<file path="config.mk">
export PLATFORM = sky130hd
export DESIGN_NAME = partition_count_table
export DESIGN_NICKNAME = d
export VERILOG_FILES = /design/src/rtl/pct_pkg.sv /design/src/rtl/pct_ctrl.sv /design/src/rtl/pct_dp.sv /design/src/rtl/partition_count_table.sv
export SDC_FILE = /design/constraint.sdc
export NUM_CORES = 1
export LEC_CHECK = 0
export CORE_AREA = 4 4 287 289
export CTS_CLUSTER_DIAMETER = 60
export DETAILED_ROUTE_END_ITERATION = 10
export DIE_AREA = 0 0 291 293
export DONT_BUFFER_PORTS = 1
export GPL_TIMING_DRIVEN = 0
export PLACE_DENSITY = 0.55
export SLEW_MARGIN = 10
export SYNTH_ARGS = -nofsm -noshare
export SYNTH_HDL_FRONTEND = slang
export SYNTH_SLANG_ARGS = --single-unit
</file>
<file path="constraint.sdc">
create_clock -name aclk -period 19.3 [get_ports aclk]
set_clock_uncertainty 0.2 [all_clocks]
set_input_delay 1.93 -clock aclk [delete_from_list [all_inputs] [get_ports aclk]]
set_output_delay 1.93 -clock aclk [all_outputs]
set_load 0.005 [all_outputs]
</file>
<file path="src/rtl/pct_pkg.sv">
// Package: widths, defaults and controller/datapath interface types.
`timescale 1ns / 1ps
`default_nettype none
package pct_pkg;

    localparam int MAX_ELEMENTS_DEF = 15;
    localparam int IN_W             = 4;
    localparam int VAL_W            = 31;
    localparam int S_TDATA_W        = 16;
    localparam int M_TDATA_W        = 64;

    typedef struct packed {
        logic load;
        logic row_step;
        logic sum_step;
        logic publish;
    } pct_cmd_t;

    typedef struct packed {
        logic reject;
        logic depth_zero;
        logic row_end;
        logic last_row;
        logic sum_end;
        logic out_free;
    } pct_sts_t;

endpackage
`default_nettype wire

</file>
<file path="src/rtl/pct_ctrl.sv">
// Controller: sequences load, row building, row summing and result hand-off.
`timescale 1ns / 1ps
`default_nettype none
module pct_ctrl
    import pct_pkg::*;
(
    input  wire logic     aclk,
    input  wire logic     aresetn,
    input  wire logic     s_tvalid,
    output logic          s_tready,
    input  wire pct_sts_t sts,
    output pct_cmd_t      cmd
);

    localparam logic [2:0] ST_IDLE  = 3'd0;
    localparam logic [2:0] ST_CHECK = 3'd1;
    localparam logic [2:0] ST_ROW   = 3'd2;
    localparam logic [2:0] ST_SUM   = 3'd3;
    localparam logic [2:0] ST_DONE  = 3'd4;

    logic [2:0] state_reg;
    logic [2:0] state_next;

    assign s_tready = (state_reg == ST_IDLE);

    always_comb begin
        state_next   = state_reg;
        cmd          = '0;
        unique case (state_reg)
            ST_IDLE: begin
                if (s_tvalid) begin
                    cmd.load   = 1'b1;
                    state_next = ST_CHECK;
                end
            end
            ST_CHECK: begin
                priority if (sts.reject) begin
                    state_next = ST_DONE;
                end else if (sts.depth_zero) begin
                    state_next = ST_SUM;
                end else begin
                    state_next = ST_ROW;
                end
            end
            ST_ROW: begin
                cmd.row_step = 1'b1;
                if (sts.row_end && sts.last_row) begin
                    state_next = ST_SUM;
                end
            end
            ST_SUM: begin
                cmd.sum_step = 1'b1;
                if (sts.sum_end) begin
                    state_next = ST_DONE;
                end
            end
            ST_DONE: begin
                // hold until the output register can take the result
                if (sts.out_free) begin
                    cmd.publish = 1'b1;
                    state_next  = ST_IDLE;
                end
            end
            default: begin
                state_next = ST_IDLE;
            end
        endcase
    end

    always_ff @(posedge aclk) begin
        if (!aresetn) begin
            state_reg <= ST_IDLE;
        end else begin
            state_reg <= state_next;
        end
    end

endmodule
`default_nettype wire

</file>
<file path="src/rtl/pct_dp.sv">
// Datapath: row buffer, multiply-add recurrence, row sum and output register.
`timescale 1ns / 1ps
`default_nettype none
module pct_dp
    import pct_pkg::*;
#(
    parameter int MAX_ELEMENTS = MAX_ELEMENTS_DEF
) (
    input  wire logic                 aclk,
    input  wire logic                 aresetn,
    input  wire logic [IN_W-1:0]      in_base_blocks,
    input  wire logic [IN_W-1:0]      in_depth,
    input  wire logic [IN_W-1:0]      in_sets,
    input  wire pct_cmd_t             cmd,
    output pct_sts_t                  sts,
    output logic                      m_tvalid,
    input  wire logic                 m_tready,
    output logic [VAL_W-1:0]          out_entry_count,
    output logic [VAL_W-1:0]          out_row_total,
    output logic                      out_out_of_range
);

    localparam int IDX_W = (MAX_ELEMENTS > 1) ? $clog2(MAX_ELEMENTS) : 1;
    localparam int FAC_W = IN_W + 1;
    localparam int PRD_W = FAC_W + VAL_W;
    localparam logic [FAC_W-1:0] MAX_SUM = FAC_W'(MAX_ELEMENTS);

    logic [IN_W-1:0]  base_blocks_reg;
    logic [IN_W-1:0]  depth_reg;
    logic [IN_W-1:0]  sets_reg;
    logic [IDX_W-1:0] row_reg;
    logic [IDX_W-1:0] j_reg;
    logic [VAL_W-1:0] prev_reg;
    logic [VAL_W-1:0] sum_reg;
    logic [VAL_W-1:0] entry_reg;
    logic [VAL_W-1:0] rd_reg;
    logic [VAL_W-1:0] row_mem [MAX_ELEMENTS];

    logic             m_tvalid_reg;
    logic [VAL_W-1:0] out_entry_reg;
    logic [VAL_W-1:0] out_total_reg;
    logic             out_err_reg;

    logic [VAL_W-1:0] rd_val;
    logic [VAL_W-1:0] old_val;
    logic [FAC_W-1:0] factor;
    logic [PRD_W-1:0] product;
    logic [VAL_W-1:0] new_val;
    logic [FAC_W-1:0] elem_sum;

    // rd_reg holds the buffer entry at j_reg during row and sum steps
    assign rd_val   = rd_reg;
    // entry past the end of the previous row reads as zero
    assign old_val  = (j_reg < row_reg) ? rd_val : '0;
    assign factor   = FAC_W'(base_blocks_reg) + FAC_W'(j_reg);
    assign product  = PRD_W'(factor) * PRD_W'(old_val);
    assign new_val  = prev_reg + product[VAL_W-1:0];
    assign elem_sum = FAC_W'(base_blocks_reg) + FAC_W'(depth_reg);

    assign sts.reject     = (base_blocks_reg == '0) || (elem_sum > MAX_SUM);
    assign sts.depth_zero = (depth_reg == '0);
    assign sts.row_end    = (j_reg == row_reg);
    assign sts.last_row   = (IN_W'(row_reg) == depth_reg);
    assign sts.sum_end    = (IN_W'(j_reg) == depth_reg);
    assign sts.out_free   = !m_tvalid_reg || m_tready;

    always_ff @(posedge aclk) begin
        if (cmd.load) begin
            base_blocks_reg <= in_base_blocks;
            depth_reg       <= in_depth;
            sets_reg        <= in_sets;
            row_reg         <= IDX_W'(1);
            j_reg           <= '0;
            prev_reg        <= '0;
            sum_reg         <= '0;
            entry_reg       <= '0;
            row_mem[0]      <= VAL_W'(1);
            rd_reg          <= VAL_W'(1);
        end else if (cmd.row_step) begin
            row_mem[j_reg] <= new_val;
            if (sts.row_end) begin
                row_reg  <= row_reg + IDX_W'(1);
                j_reg    <= '0;
                prev_reg <= '0;
                rd_reg   <= row_mem[0];
            end else begin
                j_reg    <= j_reg + IDX_W'(1);
                prev_reg <= old_val;
                rd_reg   <= row_mem[j_reg + IDX_W'(1)];
            end
        end else if (cmd.sum_step) begin
            sum_reg <= sum_reg + rd_val;
            if (factor == FAC_W'(sets_reg)) begin
                entry_reg <= rd_val;
            end
            j_reg <= j_reg + IDX_W'(1);
            if (!sts.sum_end) begin
                rd_reg <= row_mem[j_reg + IDX_W'(1)];
            end
        end
    end

    always_ff @(posedge aclk) begin
        if (cmd.publish) begin
            out_entry_reg <= entry_reg;
            out_total_reg <= sum_reg;
            out_err_reg   <= sts.reject;
        end
    end

    always_ff @(posedge aclk) begin
        if (!aresetn) begin
            m_tvalid_reg <= 1'b0;
        end else if (cmd.publish) begin
            m_tvalid_reg <= 1'b1;
        end else if (m_tready) begin
            m_tvalid_reg <= 1'b0;
        end
    end

    assign m_tvalid         = m_tvalid_reg;
    assign out_entry_count  = out_entry_reg;
    assign out_row_total    = out_total_reg;
    assign out_out_of_range = out_err_reg;

endmodule
`default_nettype wire

</file>
<file path="src/rtl/partition_count_table.sv">
// Top level: r-Stirling partition count query engine on stream channels.
//
//   channel   dir   tdata fields (low bit up)                   tuser
//   s_        in    base_blocks[3:0] depth[7:4] sets[11:8] pad  -
//   m_        out   entry_count[30:0] row_total[61:31] pad      out_of_range
//
// A query builds rows 1..depth of the triangle in a row buffer, one entry per
// cycle through a shared multiply-add, then sums the final row one entry a cycle.
// One query is in flight; the next is accepted once the result sits in the output
// register, even while m_tready is low.
// Reset is synchronous on aresetn and empties the output register.
`timescale 1ns / 1ps
`default_nettype none
module partition_count_table
    import pct_pkg::*;
#(
    parameter int MAX_ELEMENTS = MAX_ELEMENTS_DEF
) (
    input  wire logic                  aclk,
    input  wire logic                  aresetn,
    input  wire logic                  s_tvalid,
    output logic                       s_tready,
    input  wire logic [S_TDATA_W-1:0]  s_tdata,  // base_blocks[3:0], depth[7:4], sets[11:8]
    output logic                       m_tvalid,
    input  wire logic                  m_tready,
    output logic [M_TDATA_W-1:0]       m_tdata,  // entry_count[30:0], row_total[61:31]
    output logic                       m_tuser   // out_of_range[0]
);

    pct_cmd_t         cmd;
    pct_sts_t         sts;
    logic [VAL_W-1:0] entry_count;
    logic [VAL_W-1:0] row_total;
    logic             out_of_range;

    pct_ctrl u_ctrl (
        .aclk     (aclk),
        .aresetn  (aresetn),
        .s_tvalid (s_tvalid),
        .s_tready (s_tready),
        .sts      (sts),
        .cmd      (cmd)
    );

    pct_dp #(
        .MAX_ELEMENTS (MAX_ELEMENTS)
    ) u_dp (
        .aclk             (aclk),
        .aresetn          (aresetn),
        .in_base_blocks   (s_tdata[IN_W-1:0]),
        .in_depth         (s_tdata[2*IN_W-1:IN_W]),
        .in_sets          (s_tdata[3*IN_W-1:2*IN_W]),
        .cmd              (cmd),
        .sts              (sts),
        .m_tvalid         (m_tvalid),
        .m_tready         (m_tready),
        .out_entry_count  (entry_count),
        .out_row_total    (row_total),
        .out_out_of_range (out_of_range)
    );

    assign m_tdata = {{(M_TDATA_W-2*VAL_W){1'b0}}, row_total, entry_count};
    assign m_tuser = out_of_range;

endmodule
`default_nettype wire

</file>
After elaboration in Yosys (flattened, before gate mapping). Memory sizes are Yosys's and may differ from the RTL's. Cells that the tools add are included.

Bits in registers: 211. Logic and storage cells: 85. Output and inout port bits: 67. Memory bits (writable): 465. Memories kept: 1.

Memory list: u_dp.row_mem (words 15, bits a word 31, read ports 2, clocked after Yosys merged registers in 0, wr ports 1, RTL line pct_dp.sv:37) `logic [VAL_W-1:0] row_mem [MAX_ELEMENTS];`.

Multiply operators: 1. Add/sub/neg operators: 6. Magnitude comparators: 2. Equality and inequality tests: 13. Reductions and logical operators: 15. Bitwise logic cells: 1. Multiplexer cells: 32.

Operators with widths (number): $mux W31 (7); $add A31 B31 Y31 (2); $mul A5 B31 Y31 (1); $reduce_or A31 Y1 (1); $mux W4 (4); $mux W1 (15); $mux W3 (5); $pmux W3 S5 (1); $eq A4 B4 Y1 (3); $add A4 B4 Y5 (2); $add A4 B1 Y4 const B (2); $logic_not A4 Y1 (2); $ne A2 B2 Y1 const B (4); $eq A3 B2 Y1 const B (2); $reduce_and A2 Y1 (3); $eq A5 B4 Y1 (1); $gt A5 B4 Y1 const B (1); $lt A4 B4 Y1 (1); $reduce_and A4 Y1 (1); $reduce_bool A2 Y1 (2); $eq A3 B1 Y1 const B (1); $eq A3 B3 Y1 const B (1); $logic_not A3 Y1 (1); $reduce_and A3 Y1 (1); other kinds (5) (6).

Logic depth before layout (Yosys ltp). Gate-level depths: netlist (run 1).

Depth in word-level cells: 7. Depth in mapped cells: 31.

By module. Synthesis (run 1) repeated with hierarchy kept, for this count alone.

Cells, all modules: 2218. Area total of the unflattened synthesis: 31891.8 sq um.

By module, submodules not included: pct_dp (instances 1, seq. area each 18878.1 sq um, cells an instance 2187, area an instance 31637.8 sq um); pct_ctrl (instances 1, seq. area each 60.1 sq um, cells an instance 28, area an instance 235.2 sq um); partition_count_table (instances 1, seq. area each 0.0 sq um, cells an instance 3, area an instance 18.8 sq um).

Least setup slack after synthesis (run 1). Ideal clock, no wire load.

Path type: register to register. Start: register u_dp.j_reg[0]. End: memory u_dp.row_mem[0][23], data pin. Period minus slack after synthesis: 7.055 ns. Cell stages (with the launch flop): 32. Buffers on the path: 7. Arrival time: 6.583 ns. Setup slack: 12.245 ns. Library setup time: 0.272 ns. Cell sequence: dfxtp_1 buf_2 buf_4 buf_2 buf_2 inv_1 ha_1 nor2b_1 o21a_1 o21ai_0 nand2b_1 clkbuf_1 nor2_1 clkbuf_1 clkbuf_1 nand2_1 fa_1 inv_1 fa_1 inv_1 fa_1 inv_1 ha_1 a2111oi_0 o21ai_1 nor2b_1 a21o_1 a2111oi_0 o21ba_2 o21bai_1 xnor2_1 nor2_1.

Word-level cells in the longest chain between the ends: 5. Elaborated cells between the ends (all ways): 6. Classes of those cells: add/sub: 2; mul: 1; order compare: 1; mux: 2.

Ends and longest elaborated chain: start: declaration (RTL line pct_dp.sv:32) `logic [IDX_W-1:0] j_reg;`; start signal: assignment (RTL line pct_dp.sv:87) `j_reg <= j_reg + IDX_W'(1);`; start signal: assignment (RTL line pct_dp.sv:96) `j_reg <= j_reg + IDX_W'(1);`; $lt A4 B4 Y1 (RTL line pct_dp.sv:54) `assign old_val = (j_reg < row_reg) ? rd_val : '0;`; $mux W31 (RTL line pct_dp.sv:54); $mul A5 B31 Y31 (*) (RTL line pct_dp.sv:56) `assign product = PRD_W'(factor) * PRD_W'(old_val);`; $add A31 B31 Y31 (*) (RTL line pct_dp.sv:57) `assign new_val = prev_reg + product[VAL_W-1:0];`; $mux W31 (no source line) (*); end: declaration (RTL line pct_dp.sv:37).

Mark *: on every way between the ends. The rest lies on a longest branch, timed or not.

Worst setup path after layout (run 1).
Start: register u_dp.j_reg[0]. End: memory u_dp.row_mem[5][23], data pin.

The elaborated chain is that of the path after synthesis.

==> out/metrics.yaml, run 1 <==
status:
  status: "complete, no violations"
timing:
  finalHoldViolCount: 0
  finalCritPeriodShare_pct: 51.0
  maxSlewHeadroom_pct: 17.4
  fin_ws_ps: 9460
  drv_slew: 0
  rsz0062_at_grt: "false"
  worst_pin_slew_ps: 1240
  finalSetupViolations: 0
  tns_ps: 0
  period_minus_slack_ps: 9840
  timing.fmax_mhz: 102
worst_setup_path:
  crit_end: "u_dp.row_mem[5][23]$_DFFE_PP_"
  regToRegSetupSlack_ps: 9460
  max_stage_delay_ps: 930
  reg2reg_to: "u_dp.row_mem[5][23]$_DFFE_PP_"
  rr_startpoint: "u_dp.j_reg[0]$_SDFFE_PP0P_"
  worstPathArrival_ps: 9920
  cp.required_ps: 19370
  critPathKind: "reg2reg"
  cp_slowest_cell: "a2111oi_0"
  crit_start: "u_dp.j_reg[0]$_SDFFE_PP0P_"
  worst_path_most_repeated_cell: "inv_1"
  end_kind: "register"
  r2r_cells: 30
  cp_max_fo: 15
  crit_path_start_kind: "register"
clock_tree:
  clock_path_buffers: 3
  ctsHoldBuffers: 0
  clock_tree.root_cell: "clkbuf_16"
  clkLatencyLatePin_ps: 630
  clk_pin_slew_ps: 60
  ctsHtreeMaxLevel: 3
  numCtsBuffers: 75
  post_cts_buffers: 0
  cts_resized: 0
  cts_sinks: 676
  cts_tree: "yes"
detailed_routing:
  highest_layer: "met4"
  drc: 0
  first_pass_iters: 5
  vias: 18200
  wl_met1_um: 32700
  route.met2.wl_um: 39100
  routedWlPerCell_um: 23.5
  final_antenna_net_count: 0
  drt_iter0_markers: 1240
  wl_met3_um: 4540
  avgViaCountPerCell: 5.41
  wl_um: 79100
synth:
  synth_fa_ha_area_share_pct: 10.1
  synth_cells: 2130
  synth.area.mux_share_pct: 11.9
  ys_ff_latch: 676
  yosysUniqueCellTypes: 73
  ys_seq_area_share_pct: 59.9
  synthFlopType: "edfxtp_1"
  synth.yosys.warnings: 0
  synth_top_area_share_pct: 51.3
  synth.most_common_cell: "edfxtp_1"
  synth.area.top_cells: "edfxtp_1 (51%), mux4_2 (8.8%), dfxtp_1 (8.6%)"
  synth_compound_area_share_pct: 6.35
  yosys.area.top_type: "edfxtp_1"
  syn_area_per_cell_um2: 14.8
  syn_area_mm2: 0.0316
  ys_async_sr_fraction_pct: 0
  yosys-top-cells-count: "edfxtp_1 (540), dfxtp_1 (136), nand2_1 (133), nor2_1 (132), mux4_2 (124)"
  synth_edf_count: 540
  synth_top_family_by_area: "multiplexers"
  synth_xor_area_share_pct: 1.86
  yosys.area_share.simple_pct: 7.26
run:
  timing.max_cap.violations: 0
global_routing:
  gr-total-overflow: 0
  grt_first_pass_wirelength_um: 120000
  grt_pass1_vias: 19300
  antenna_found_initial: 0
  grt_max_degree: 64
  grt_usage_pct: 18.7
floorplan:
  ios: 87
  dieArea_mm2: 0.0853
  fp-row-count: 104
  start_util_pct: 39.6
  coreArea_mm2: 0.0799
  dieWidth_um: 291
  die_h_um: 293
placement:
  portBuffers: 0
  place_ws_ps: 9560
  place_hpwl_um: 57800
  place_area_mm2: 0.0337
  gp_congestion: 0.862
finish:
  fin_area_mm2: 0.0361
  largest_reg_flops: 465
  syn_to_final_growth_pct: 14.3
  regMostFlops: "u_dp.row_mem"
  nFillCells: 6989
  fin_util_pct: 45.2
  antennaDiodeCount: 0
  nets: 2452
  drive_gt1_share_pct: 14.3
power:
  leakage_nw: 12.9
  total_power_mw: 4.74
  powerDensity_mw_per_mm2: 131
  peakVddDrop_mv: 0.0689
hold_path:
  hold_class: "reg2reg"
layout make-up:
class                   instances  area [um^2]  area share (%)
flip-flops and latches        676        18900            52.4
plain buffers                  96          409            1.13
clock inverters                38          332           0.918
clock buffers                  97         2060            5.70
multi-input cells            1251        12000            33.2
well taps                    1060         1330            3.67
inverters                     108          405            1.12
repair buffers                 35          657            1.82
how the worst min path moves through the flow:
stage / from / endpoint / slack [ps] / cells past startpoint
after floorplan: u_dp.entry_reg[0]$_SDFFE_PP0P_ / u_dp.out_entry_count[0]$_DFFE_PP_ / 210 / 0
after global placement: u_dp.entry_reg[4]$_SDFFE_PP0P_ / u_dp.out_entry_count[4]$_DFFE_PP_ / 220 / 0
after detailed placement: u_dp.entry_reg[21]$_SDFFE_PP0P_ / u_dp.out_entry_count[21]$_DFFE_PP_ / 220 / 0
after CTS: u_dp.entry_reg[1]$_SDFFE_PP0P_ / u_dp.out_entry_count[1]$_DFFE_PP_ / 230 / 0
after global routing: u_dp.entry_reg[9]$_SDFFE_PP0P_ / u_dp.out_entry_count[9]$_DFFE_PP_ / 250 / 0
final: u_dp.entry_reg[3]$_SDFFE_PP0P_ / u_dp.out_entry_count[3]$_DFFE_PP_ / 230 / 0
cells by family (layout without fill, tap and decap cells):
group	Yosys count	count (layout)
adders and majority gates	189	189
buffers and inverters	204	374
other	1	2
AOI/OAI and AO/OA	294	294
muxes	220	220
DFF	676	676
and+or+nand+nor	479	479
xor gates and xnor gates	67	67
placed cells by master (no fill, tap or decap), types with 11 or more instances in the layout:
cell / count
buf_4: 11
and2_1: 106
mux2i_1: 96
nor3_1: 22
ha_1: 77
xor2_1: 29
fa_1: 112
mux4_2: 124
edfxtp_1: 540
o21a_1: 22
a211oi_1: 35
o21ai_0: 56
clkbuf_16: 76
nor2_4: 11
dfxtp_1: 136
inv_1: 107
nor2b_1: 17
clkbuf_1: 77
buf_2: 17
buf_16: 17
xnor2_1: 38
a21o_1: 26
clkinv_1: 15
nor2_1: 121
nand3_1: 19
a21oi_1: 59
a22o_1: 31
nand2_1: 133
report_power, final:
part           switching [mW]  total (mW)  internal (mW)
Combinational           0.943        1.51          0.565
Sequential              0.112        1.84           1.73
Clock                   0.586        1.39          0.800
metrics by stage:
| stage | std cells | hold slack [ps] |
|---|---|---|
| after global placement | 3191 | 220 |
| after floorplan | 2131 | 208 |
| after global routing | 3361 | 247 |
| after detailed placement | 3226 | 222 |
| final | 3361 | 235 |
| after CTS | 3361 | 235 |
layer usage:
layer	vias to the layer above	track usage, %
li1	8137	-
met1	9354	24.0
met2	575	31.4
met3	132	3.77
met4	0	7.20
met5	-	0
critical path: cells and delay by family, from the launching register on:
kind / cells / cell delay [ps]
simple gates: 6 / 1930
buf+inv: 10 / 2330
compound gates: 8 / 2370
xor+xnor: 1 / 160
fa+ha+maj: 5 / 2040
flops: 1 / 430
(Power assumes the default switching activity.)
==> run 2: changes to the inputs <==
clock period = 9.5 ns   (was 19.3 ns; I/O delays follow)
==> run 2 against run 1 <==
Compared with the run above: first-iteration DRC count rose by 4.7%; via count rose by 0.11%; design area barely moved; critical path type unchanged.
==> out/metrics.yaml, run 2 (synthesis results as in run 1) <==
clock_tree:
  numCtsBuffers: 75  # unchanged
  clock_tree.root_cell: "clkbuf_16"  # unchanged
  cts_tree: "yes"  # unchanged
  post_cts_buffers: 0  # unchanged
  ctsHoldBuffers: 0  # unchanged
  clkLatencyLatePin_ps: 630  # about the same
  clk_pin_slew_ps: 60  # about the same
  ctsHtreeMaxLevel: 3  # unchanged
  clock_path_buffers: 3  # unchanged
  cts_sinks: 676  # unchanged
worst_setup_path:
  end_kind: "register"  # unchanged
  crit_path_start_kind: "register"  # unchanged
  cp_top_family: "buffers and inverters"  # was compound AO/OA/AOI/OAI gates
  cp_slowest_cell: "nor2_1"  # was a2111oi_0
  worstPathArrival_ps: 9010  # was 9920 ps
  regToRegSetupSlack_ps: 580  # was 9460 ps
  critPathKind: "reg2reg"  # unchanged
  max_stage_delay_ps: 710  # was 930 ps
  cp.required_ps: 9590  # was 19,370 ps
  critPathBufInv: 8  # was 10
  cp_max_fo: 15  # unchanged
global_routing:
  grt_usage_pct: 18.7  # unchanged
  grt_first_pass_wirelength_um: 120000  # unchanged
  antenna_found_initial: 0  # unchanged
  gr-total-overflow: 0  # unchanged
  grt_max_degree: 64  # unchanged
  grt_pass1_vias: 19300  # unchanged
floorplan:
  dieWidth_um: 291  # unchanged
  fp-row-count: 104  # unchanged
  coreArea_mm2: 0.0799  # unchanged
  ios: 87  # unchanged
  dieArea_mm2: 0.0853  # unchanged
  die_h_um: 293  # unchanged
  start_util_pct: 39.6  # unchanged
timing:
  timing.fmax_mhz: 112  # was 102 MHz
  fin_ws_ps: 581  # was 9460 ps
  finalCritPeriodShare_pct: 93.9  # was 51.0%
  maxSlewHeadroom_pct: 17.1  # was 17.4%
  finalHoldViolCount: 0  # unchanged
  finalSetupViolations: 0  # unchanged
  worst_pin_slew_ps: 1240  # about the same
  period_minus_slack_ps: 8920  # was 9840 ps
  rsz0062_at_grt: "false"  # unchanged
  drv_slew: 0  # unchanged
power:
  powerDensity_mw_per_mm2: 267  # was 131 mW/mm^2
  leakage_nw: 12.9  # about the same
  p_seq_share_pct: 38.9  # about the same
  switching_share_pct: 34.7  # was 34.6%
  intPower_mw: 6.29  # was 3.10 mW
  power_frac_clock_pct: 29.2  # was 29.3%
  combPwrFrac_pct: 31.9  # was 31.8%
  p_switching_mw: 3.34  # was 1.64 mW
  peakVddDrop_mv: 0.141  # was 0.0689 mV
detailed_routing:
  routedWlPerCell_um: 23.5  # about the same
  vias: 18200  # about the same
  wl_um: 79100  # about the same
  avgViaCountPerCell: 5.42  # was 5.41
  final_antenna_net_count: 0  # unchanged
  drc: 0  # unchanged
  first_pass_iters: 5  # unchanged
  drt_iter0_markers: 1298  # was 1,240
finish:
  largest_reg_flops: 465  # unchanged
  drive_gt1_share_pct: 14.6  # was 14.3%
  layout_common_cells: "edfxtp_1 (540), dfxtp_1 (136), nand2_1 (133)"  # unchanged
  final_common_cell: "edfxtp_1"  # unchanged
  antennaDiodeCount: 0  # unchanged
  syn_to_final_growth_pct: 14.4  # was 14.3%
  final_cell_count_no_fill: 3361  # unchanged
  regMostFlops: "u_dp.row_mem"  # unchanged
  nets: 2452  # unchanged
placement:
  gp_congestion: 0.862  # unchanged
  place_hpwl_um: 57800  # unchanged
  dpl.cell_count: 3226  # unchanged
  place_ws_ps: -244  # was 9560 ps
  portBuffers: 0  # unchanged
hold_path:
  hold_class: "in2reg"  # was reg2reg
run:
  timing.max_cap.violations: 0  # unchanged
status:
  status: "complete, no violations"  # unchanged
-- run 2: through the flow --
stage	power (mW)	TNS, ps	utilization (%)	hold WS [ps]	cell area [um^2]
floorplan	5.75	0	-	208	31600
global placement	6.76	-2890	41.2	220	32900
detailed placement	6.85	-8350	42.2	222	33700
CTS	9.72	0	45.2	188	36100
global route	10.2	0	45.3	190	36200
finish	9.64	0	45.3	228	36200
-- run 2: worst paths after layout --
| check | start | endpoint | cells past startpoint |
|---|---|---|---|
| setup reg to reg | u_dp.j_reg[0]$_SDFFE_PP0P_ | u_dp.row_mem[0][26]$_DFFE_PP_ | 28 |
| setup / recovery | u_dp.j_reg[0]$_SDFFE_PP0P_ | u_dp.row_mem[0][26]$_DFFE_PP_ | 28 |
| hold reg to reg | u_dp.entry_reg[3]$_SDFFE_PP0P_ | u_dp.out_entry_count[3]$_DFFE_PP_ | 0 |
| hold / removal | s_tdata[11] | u_dp.sets_reg[3]$_DFFE_PP_ | 0 |
-- run 2: layout make-up --
type	count	area [um^2]
clock buffer	97	2060
sequential	676	18900
clock inverter	38	332
inverter	108	405
timing repair buffer	35	657
tap	1060	1330
multi-input combinational	1251	12000
buffer	96	412
fill	6985	43700
-- run 2: what timing repair did --
item	in CTS	in global routing
setup endpoints to repair	75	90
gates resized for setup	6	5
cloned	0	0
-- run 2: power by group through the flow --
stage	clock (mW)	sequential (mW)	combinational, mW
floorplan	0	3.70	2.05
global placement	0	3.82	2.94
global route	3.02	3.77	3.38
finish	2.82	3.75	3.08
detailed placement	0	3.81	3.04
CTS	2.89	3.75	3.09
-- run 2: metal layers --
metal	global-route usage (%)	part of all wire, %
met1	24.0	42
met2	31.4	49
met3	3.77	5.5
met4	7.20	3.5
met5	0	0
